File: config.mk
export PLATFORM = sky130hd
export DESIGN_NAME = imq_ctrl
export DESIGN_NICKNAME = d
export VERILOG_FILES = /design/src/rtl/imq_pkg.sv /design/src/rtl/imq_ctrl.sv
export SDC_FILE = /design/constraint.sdc
export NUM_CORES = 1
export LEC_CHECK = 0
export BUFFER_PORTS_ARGS = -buffer_cell sky130_fd_sc_hd__buf_4
export CAP_MARGIN = 30
export CORE_ASPECT_RATIO = 1.25
export CORE_MARGIN = 2
export CORE_UTILIZATION = 46
export CTS_CLUSTER_DIAMETER = 150
export DETAILED_ROUTE_END_ITERATION = 6
export GPL_TIMING_DRIVEN = 0
export PLACE_DENSITY = 0.74
export SLEW_MARGIN = 30
export SYNTH_ARGS = -nofsm -noshare
export SYNTH_HDL_FRONTEND = slang
export SYNTH_SLANG_ARGS = --single-unit
File: constraint.sdc
create_clock -name clk -period 1.65 [get_ports clk]
set_input_delay 0.165 -clock clk [delete_from_list [all_inputs] [get_ports clk]]
set_output_delay 0.165 -clock clk [all_outputs]
set_load 0.005 [all_outputs]
File: src/rtl/imq_pkg.sv
`timescale 1ns / 1ps
`default_nettype none
// ----------------------------------------------------------------------------
// imq_pkg
// Shared types and codes of the indexed min priority queue.
// ----------------------------------------------------------------------------
package imq_pkg;

    localparam int unsigned ID_W     = 10;
    localparam int unsigned KEY_W    = 32;
    localparam int unsigned CNT_W    = 10;
    localparam int unsigned ID_SPACE = 1024;
    localparam int unsigned CFG_W    = 32;
    localparam int unsigned CFG_IDX_W = 1;

    localparam logic [CFG_IDX_W-1:0] CFG_INITIAL_ENTRIES = 1'd0;
    localparam logic [CFG_IDX_W-1:0] CFG_FILL_KEY        = 1'd1;

    localparam logic signed [KEY_W-1:0] FILL_KEY_RESET = 32'sd100000000;

    localparam logic [2:0] CMD_RELOAD = 3'd0;
    localparam logic [2:0] CMD_INSERT = 3'd1;
    localparam logic [2:0] CMD_REMOVE = 3'd2;
    localparam logic [2:0] CMD_CHANGE = 3'd3;
    localparam logic [2:0] CMD_READ   = 3'd4;

    localparam logic [1:0] ST_OK     = 2'd0;
    localparam logic [1:0] ST_EMPTY  = 2'd1;
    localparam logic [1:0] ST_FULL   = 2'd2;
    localparam logic [1:0] ST_ABSENT = 2'd3;

    typedef struct packed {
        logic [ID_W-1:0]  item;
        logic [KEY_W-1:0] key;
    } slot_t;

    typedef enum logic [3:0] {
        OP_NONE,
        OP_ACCEPT,
        OP_SWEEP,
        OP_RELOAD,
        OP_REPORT,
        OP_INS_NEW,
        OP_REMOVE,
        OP_CK_READ,
        OP_CK_START,
        OP_RK_DONE,
        OP_UP_READ,
        OP_UP_MOVE,
        OP_DN_READ,
        OP_DN_MOVE,
        OP_PLACE
    } op_t;

    typedef struct packed {
        op_t        op;
        logic [1:0] status;
    } ctl_t;

    typedef struct packed {
        logic [2:0] cmd;
        logic       present;
        logic       len_zero;
        logic       len_one;
        logic       full;
        logic       hole_root;
        logic       no_left;
        logic       up_swap;
        logic       dn_swap;
        logic       key_fell;
        logic       sweep_last;
    } flags_t;

endpackage
`default_nettype wire

File: src/rtl/imq_ctrl.sv
`timescale 1ns / 1ps
`default_nettype none
// ----------------------------------------------------------------------------
// imq_ctrl
// Command sequencer: decode, reload sweep and the up and down sift walks.
// ----------------------------------------------------------------------------
module imq_ctrl (
    input  wire logic            clk,
    input  wire logic            rst_n,
    input  wire logic            start,
    input  wire imq_pkg::flags_t flags,
    output imq_pkg::ctl_t        ctl,
    output logic                 busy,
    output logic                 done
);

    typedef enum logic [3:0] {
        S_INIT,
        S_IDLE,
        S_DECODE,
        S_SWEEP,
        S_CK_EVAL,
        S_UP_READ,
        S_UP_EVAL,
        S_DN_READ,
        S_DN_EVAL
    } state_t;

    state_t state_reg, state_next;
    logic   busy_reg, done_reg, fin;

    always_comb
    begin
        state_next = state_reg;
        ctl.op     = imq_pkg::OP_NONE;
        ctl.status = imq_pkg::ST_OK;
        fin        = 1'b0;
        case (state_reg)
            S_INIT:
            begin
                ctl.op = imq_pkg::OP_SWEEP;
                if (flags.sweep_last)
                begin
                    state_next = S_IDLE;
                end
            end
            S_IDLE:
            begin
                if (start)
                begin
                    ctl.op     = imq_pkg::OP_ACCEPT;
                    state_next = S_DECODE;
                end
            end
            S_DECODE:
            begin
                case (flags.cmd)
                    imq_pkg::CMD_RELOAD:
                    begin
                        ctl.op     = imq_pkg::OP_RELOAD;
                        state_next = S_SWEEP;
                    end
                    imq_pkg::CMD_INSERT:
                    begin
                        if (flags.present)
                        begin
                            ctl.op     = imq_pkg::OP_CK_READ;
                            state_next = S_CK_EVAL;
                        end
                        else if (flags.full)
                        begin
                            ctl.op     = imq_pkg::OP_REPORT;
                            ctl.status = imq_pkg::ST_FULL;
                            fin        = 1'b1;
                        end
                        else
                        begin
                            ctl.op     = imq_pkg::OP_INS_NEW;
                            state_next = S_UP_READ;
                        end
                    end
                    imq_pkg::CMD_REMOVE:
                    begin
                        if (flags.len_zero)
                        begin
                            ctl.op     = imq_pkg::OP_REPORT;
                            ctl.status = imq_pkg::ST_EMPTY;
                            fin        = 1'b1;
                        end
                        else
                        begin
                            ctl.op     = imq_pkg::OP_REMOVE;
                            fin        = flags.len_one;
                            state_next = S_DN_READ;
                        end
                    end
                    imq_pkg::CMD_CHANGE, imq_pkg::CMD_READ:
                    begin
                        if (flags.present)
                        begin
                            ctl.op     = imq_pkg::OP_CK_READ;
                            state_next = S_CK_EVAL;
                        end
                        else
                        begin
                            ctl.op     = imq_pkg::OP_REPORT;
                            ctl.status = imq_pkg::ST_ABSENT;
                            fin        = 1'b1;
                        end
                    end
                    default:
                    begin
                        ctl.op = imq_pkg::OP_REPORT;
                        fin    = 1'b1;
                    end
                endcase
            end
            S_SWEEP:
            begin
                ctl.op = imq_pkg::OP_SWEEP;
                fin    = flags.sweep_last;
            end
            S_CK_EVAL:
            begin
                if (flags.cmd == imq_pkg::CMD_READ)
                begin
                    ctl.op = imq_pkg::OP_RK_DONE;
                    fin    = 1'b1;
                end
                else
                begin
                    ctl.op     = imq_pkg::OP_CK_START;
                    state_next = flags.key_fell ? S_UP_READ : S_DN_READ;
                end
            end
            S_UP_READ:
            begin
                if (flags.hole_root)
                begin
                    ctl.op = imq_pkg::OP_PLACE;
                    fin    = 1'b1;
                end
                else
                begin
                    ctl.op     = imq_pkg::OP_UP_READ;
                    state_next = S_UP_EVAL;
                end
            end
            S_UP_EVAL:
            begin
                if (flags.up_swap)
                begin
                    ctl.op     = imq_pkg::OP_UP_MOVE;
                    state_next = S_UP_READ;
                end
                else
                begin
                    ctl.op = imq_pkg::OP_PLACE;
                    fin    = 1'b1;
                end
            end
            S_DN_READ:
            begin
                if (flags.no_left)
                begin
                    ctl.op = imq_pkg::OP_PLACE;
                    fin    = 1'b1;
                end
                else
                begin
                    ctl.op     = imq_pkg::OP_DN_READ;
                    state_next = S_DN_EVAL;
                end
            end
            S_DN_EVAL:
            begin
                if (flags.dn_swap)
                begin
                    ctl.op     = imq_pkg::OP_DN_MOVE;
                    state_next = S_DN_READ;
                end
                else
                begin
                    ctl.op = imq_pkg::OP_PLACE;
                    fin    = 1'b1;
                end
            end
            default:
            begin
                state_next = S_IDLE;
            end
        endcase
        if (fin)
        begin
            state_next = S_IDLE;
        end
    end

    always_ff @(posedge clk or negedge rst_n)
    begin
        if (!rst_n)
        begin
            state_reg <= S_INIT;
            busy_reg  <= 1'b1;
            done_reg  <= 1'b0;
        end
        else
        begin
            state_reg <= state_next;
            busy_reg  <= (state_next != S_IDLE);
            done_reg  <= fin;
        end
    end

    assign busy = busy_reg;
    assign done = done_reg;

endmodule
`default_nettype wire

Yosys cells after proc, flatten, opt, wreduce, memory -nomap -nowiden
Cells that the tools add are included.
{"block": "word_totals", "reg_bits": 6, "input_bits": 16, "output_inout_bits": 8, "word_cells": 64}
{"block": "op_classes", "n_eq_ne": 13, "mux": 44, "n_reduce_logical": 4}
{"op": "4-bit two-way mux", "n": 12}
{"op": "4-bit one-hot mux with 9 select lines", "n": 1}
{"op": "4-bit one-hot mux with 8 select lines", "n": 1}
{"op": "2-bit two-way mux", "n": 10}
{"op": "4-bit by 3-bit == test with 1-bit output, second input constant", "n": 4}
{"op": "4-bit one-hot mux with 4 select lines", "n": 1}
{"op": "1-bit two-way mux", "n": 13}
{"op": "3-bit one-hot mux with 4 select lines", "n": 1}
{"op": "4-bit by 2-bit == test with 1-bit output, second input constant", "n": 2}
{"op": "1-bit one-hot mux with 7 select lines", "n": 1}
{"op": "3-bit by 2-bit == test with 1-bit output, second input constant", "n": 2}
{"op": "3-bit two-way mux", "n": 2}
{"op": "2-bit one-hot mux with 3 select lines", "n": 1}
{"op": "4-bit by 1-bit == test with 1-bit output, second input constant", "n": 1}
{"op": "4-bit == test, second input constant", "n": 1}
{"op": "4-bit logical NOT", "n": 1}
{"op": "4-bit by 1-bit inequality test with 1-bit output, second input constant", "n": 1}
{"op": "1-bit one-hot mux with 4 select lines", "n": 1}
{"op": "2-bit OR reduction", "n": 2}
{"op": "3-bit by 1-bit == test with 1-bit output, second input constant", "n": 1}
{"op": "3-bit == test, second input constant", "n": 1}
{"op": "3-bit logical NOT", "n": 1}

Depth between registers and ports, before layout
{"block": "depth", "depth_word": 6, "depth_mapped": 7, "ltp_nobuf": 5}

Least setup slack after synthesis
OpenSTA, ideal clock, no wires.
{"block": "synth_path", "path_type": "flip-flop to flip-flop", "start": "register state_reg[0]", "end": "register busy_reg, in the netlist busy", "setup_ns": 0.062, "arrival_ns": 1.663, "required_ns": 1.588, "setup_slack_ns": -0.075, "stages_incl_launch_ff": 7, "n_path_buf": 1, "period_less_slack_ns": 1.725, "path_cell_list": "dfrtp_1 buf_6 nor2b_4 a221o_1 a211o_1 a211oi_2 o31a_1"}
{"block": "synth_via", "elab_chain_len": 6, "elab_cells_between_ends": 25, "classes_between": "eq/ne (9); mux (15); reduce/logical (1)"}
{"element": "start, declared", "line_no": "imq_ctrl.sv:29", "source": "state_t state_reg, state_next;"}
{"element": "start signal, assigned", "line_no": "imq_ctrl.sv:209", "source": "state_reg <= state_next;"}
{"element": "4-bit two-way mux", "line_no": "imq_ctrl.sv:70", "source": "else if (flags.full)"}
{"element": "4-bit two-way mux", "line_no": "imq_ctrl.sv:65", "source": "if (flags.present)"}
{"element": "4-bit one-hot mux with 4 select lines", "line_no": "imq_ctrl.sv:57", "source": "case (flags.cmd)"}
{"element": "4-bit one-hot mux with 9 select lines", "line_no": "imq_ctrl.sv:38", "source": "case (state_reg)"}
{"element": "4-bit two-way mux (*)", "line_no": "imq_ctrl.sv:193", "source": "if (fin)"}
{"element": "4-bit by 1-bit inequality test with 1-bit output (*)", "line_no": "imq_ctrl.sv:210", "source": "busy_reg <= (state_next != S_IDLE);"}
{"element": "end signal, assigned", "line_no": "imq_ctrl.sv:210"}
{"element": "end, declared", "line_no": "imq_ctrl.sv:30", "source": "logic busy_reg, done_reg, fin;"}
Mark *: on every way between the ends. The rest lies on a longest branch, timed or not.

==> out/metrics.csv <==
metric,value,unit
status,finished with violations,
violated checks,negative setup slack,
Adder-Cell Fraction of Synth Area,0,
final worst setup slack,-0.162,ns
number of enable flip-flop cells after synthesis,0,
"Arr. time, crit path",1.65,ns
antenna diode count,0,
number of synthesized register bits,6,
Min-Delay Path Class,in2reg,
slew of the pin with the lowest slew margin,0.446,ns
largest net degree at the start of global routing,11,
number of flip-flops under the largest register name,4,
top achievable clock speed,0.552,GHz
number of nets in the layout,174,
busiest layer in global routing,met2,
Synth Instances,121,
Num CTS Buffers,3,
Global Route Usage Sum,0.242,
RSZ-0062 raised after global routing,true,
CTS sink count,6,
data required time of the critical path,1.48,ns
FILL cells,128,
final count of negative-setup-slack endpoints,9,
hold violation total from the final report,0,
Area growth syn-to-layout,49.3,%
Rel. slew slack,0.695,
number of DRC markers in iteration 0,61,
starting density of the core,0.490,
total nets after synthesis,137,
Finished Core Util,0.732,
Synth Flop Type,sky130_fd_sc_hd__dfrtp_1,
library cell used as clock root buffer,sky130_fd_sc_hd__clkbuf_4,
average cell area after synthesis,7.16,sq um
H-Tree Depth,1,
via count of the first global-routing pass,982,
antenna violations before repair,0,
Final TNS setup,-1.06,ns
layout cell share with drive strength beyond 1,0.395,
static power due to leakage,0.544,nW
power density relative to cell area,1320,mW/mm^2
count of input and output buffers,22,
insertion delay of the later-clocked pin in the worst-skew pair,0.25,ns
worst-path fanout max,8,
compound-cell area share of the yosys netlist,0.384,
full die area,0.00225,sq mm
Detailed Route WL,2900,um
number of max-slew violations in the final report,0,
main combinational cell family by area after synthesis,compound AO/OA/AOI/OAI gates,
met1 usage in global routing,0.267,
Max IR drop VDD,667,uV
detailed-router iteration count before antenna repair,5,
Tmin final,1.81,ns
floorplan core area,0.00177,sq mm
routed via count,1131,
routed wire length per instance,16.5,um
yosys warns,0,
fraction of synthesized cell area in xor and xnor cells,0.0101,
maxcap violations,0,
number of top-level pins,24,
clk slew on worst S/H paths,0.05,ns
setup slack after placement,-0.212,ns
global-route wire length before repair,4130,um
met2 track demand over resource in global routing,0.460,
portion of netlist area occupied by mux cells,0.0116,
number of vias per cell after detailed routing,6.43,
Setup crit start kind,register,
Crit Path Class,reg2out,
DIE HEIGHT,52.5,um
TritonCTS clock tree,done,
horizontal die dimension,42.8,um
placer's final routability congestion estimate,0.913,
remaining routing DRC violations,0,
remaining antenna violation count after routing,0,
fraction of synthesis flops using an asynchronous set or reset pin,1.00,
cell area after technology mapping,866,sq um
ratio of final minimum period to clock period,1.10,
number of buffers on the longest clock path,2,
placement row count,17,
fraction of the yosys area taken by sequential cells,0.175,
simple logic cell fraction of the synthesized area,0.316,
total gr overflow,0,
number of distinct library cell variants in the gate-level netlist after synthesis,46,
worst-case clock skew,0.00411,ns
detailed placement HPWL,1920,um
Critical Path Sink Type,output port,
met3 demand-to-capacity share in global routing,0.0207,
-- metrics by stage --
stage / power, mW / hold slack [ns] / cells / cell area, sq um
detailed placement: 1.19 / -0.0234 / 162 / 1070
global route: 1.81 / 0.101 / 176 / 1290
floorplan: 0.899 / -0.131 / 121 / 880
finish: 1.70 / 0.104 / 176 / 1290
CTS: 1.47 / 0.0989 / 167 / 1170
global placement: 1.18 / -0.0288 / 162 / 1070
-- report_power, final --
part / switching [mW] / internal, mW / leakage [nW]
logic: 0.644 / 0.660 / 0.456
clock network: 0.0648 / 0.0924 / 0.0150
registers: 0.0329 / 0.211 / 0.0724
-- metal layers --
layer | wire length (um) | up-vias | part of all wire
met1 | 1110 | 508 | 0.38
met3 | 214 | 18 | 0.074
li1 | - | 524 | -
met2 | 1460 | 81 | 0.50
met5 | 0 | - | 0
met4 | 111 | 0 | 0.038
-- worst max-delay path, stage by stage (launching register included) --
cell and delay (ns):
sky130_fd_sc_hd__dfrtp_1 0.38, sky130_fd_sc_hd__buf_6 0.14, sky130_fd_sc_hd__or4b_4 0.58, sky130_fd_sc_hd__a211oi_2 0.16
sky130_fd_sc_hd__buf_4 0.13
-- synthesized netlist by cell type (all sizes together) (2+ instances only) --
| library cell | count | area share |
|---|---|---|
| o21ai | 12 | 0.069 |
| nand2 | 10 | 0.043 |
| nor2 | 10 | 0.043 |
| clkbuf | 7 | 0.030 |
| a211oi | 6 | 0.058 |
| a21oi | 6 | 0.035 |
| inv | 6 | 0.026 |
| nor2b | 6 | 0.052 |
| buf | 5 | 0.046 |
| dfrtp | 5 | 0.14 |
| a31oi | 3 | 0.022 |
| and2 | 3 | 0.022 |
| nand2b | 3 | 0.022 |
| nand3 | 3 | 0.017 |
| nor3 | 3 | 0.017 |
| nor3b | 3 | 0.039 |
| o311ai | 3 | 0.030 |
| a221o | 2 | 0.023 |
| and3 | 2 | 0.014 |
| nand3b | 2 | 0.017 |
| o21a | 2 | 0.017 |
-- logic make-up (layout without fill, tap and decap cells) --
family / after synthesis / after routing
AND/OR/NAND/NOR: 48 / 48
flip-flops: 6 / 6
XOR/XNOR: 1 / 1
buffers and inverters: 18 / 54
multiplexers: 1 / 1
AO/OA/AOI/OAI: 47 / 47
-- repair_timing --
item,4_1_cts,5_1_grt
pin swaps,3,4
endpoints found under the hold margin,6,0
setup endpoints to repair,10,10
buffers inserted,2,8
cloned,0,1
hold buffers,1,0
gates resized for setup,18,14
-- path summary, 6_finish.rpt --
kind                                      to  slack, ns  depth (start not counted)          from
worst max-delay path                  ctl[1]      -0.16                          4  state_reg[0]
worst min-delay path            state_reg[3]       0.10                          2      flags[4]
max in group asynchronous               busy       1.16                          2         rst_n
min in group asynchronous       state_reg[3]       0.28                          2         rst_n
worst max register to register          busy      -0.15                          6  state_reg[0]
worst min register to register          done       0.71                          2  state_reg[3]
-- layout by cell type, fill, tap and decap left out, types with 3 or more instances in the layout --
cell type | Yosys | final
sky130_fd_sc_hd__and2_1 | 3 | 3
sky130_fd_sc_hd__o21ai_0 | 12 | 10
sky130_fd_sc_hd__nand2_1 | 10 | 10
sky130_fd_sc_hd__buf_4 | 1 | 32
sky130_fd_sc_hd__clkbuf_4 | 0 | 4
sky130_fd_sc_hd__nor3_1 | 3 | 3
sky130_fd_sc_hd__nor2_1 | 10 | 9
sky130_fd_sc_hd__a31oi_1 | 3 | 3
sky130_fd_sc_hd__dfrtp_1 | 5 | 4
sky130_fd_sc_hd__clkbuf_1 | 7 | 3
sky130_fd_sc_hd__nor2b_1 | 5 | 5
sky130_fd_sc_hd__a21oi_1 | 6 | 5
sky130_fd_sc_hd__a211oi_2 | 1 | 3
sky130_fd_sc_hd__buf_6 | 2 | 4
sky130_fd_sc_hd__inv_1 | 6 | 5
-- cell type report --
type,instances,area [sq um],area share
buffer,10,104,0.0803
sequential,6,153,0.118
inverter,6,22.5,0.0174
tap,19,23.8,0.0184
multi-input combinational,97,708,0.548
timing repair buffer,34,255,0.197
clock buffer,4,26.3,0.0203
Note: power is estimated with default switching activity, not from simulation.
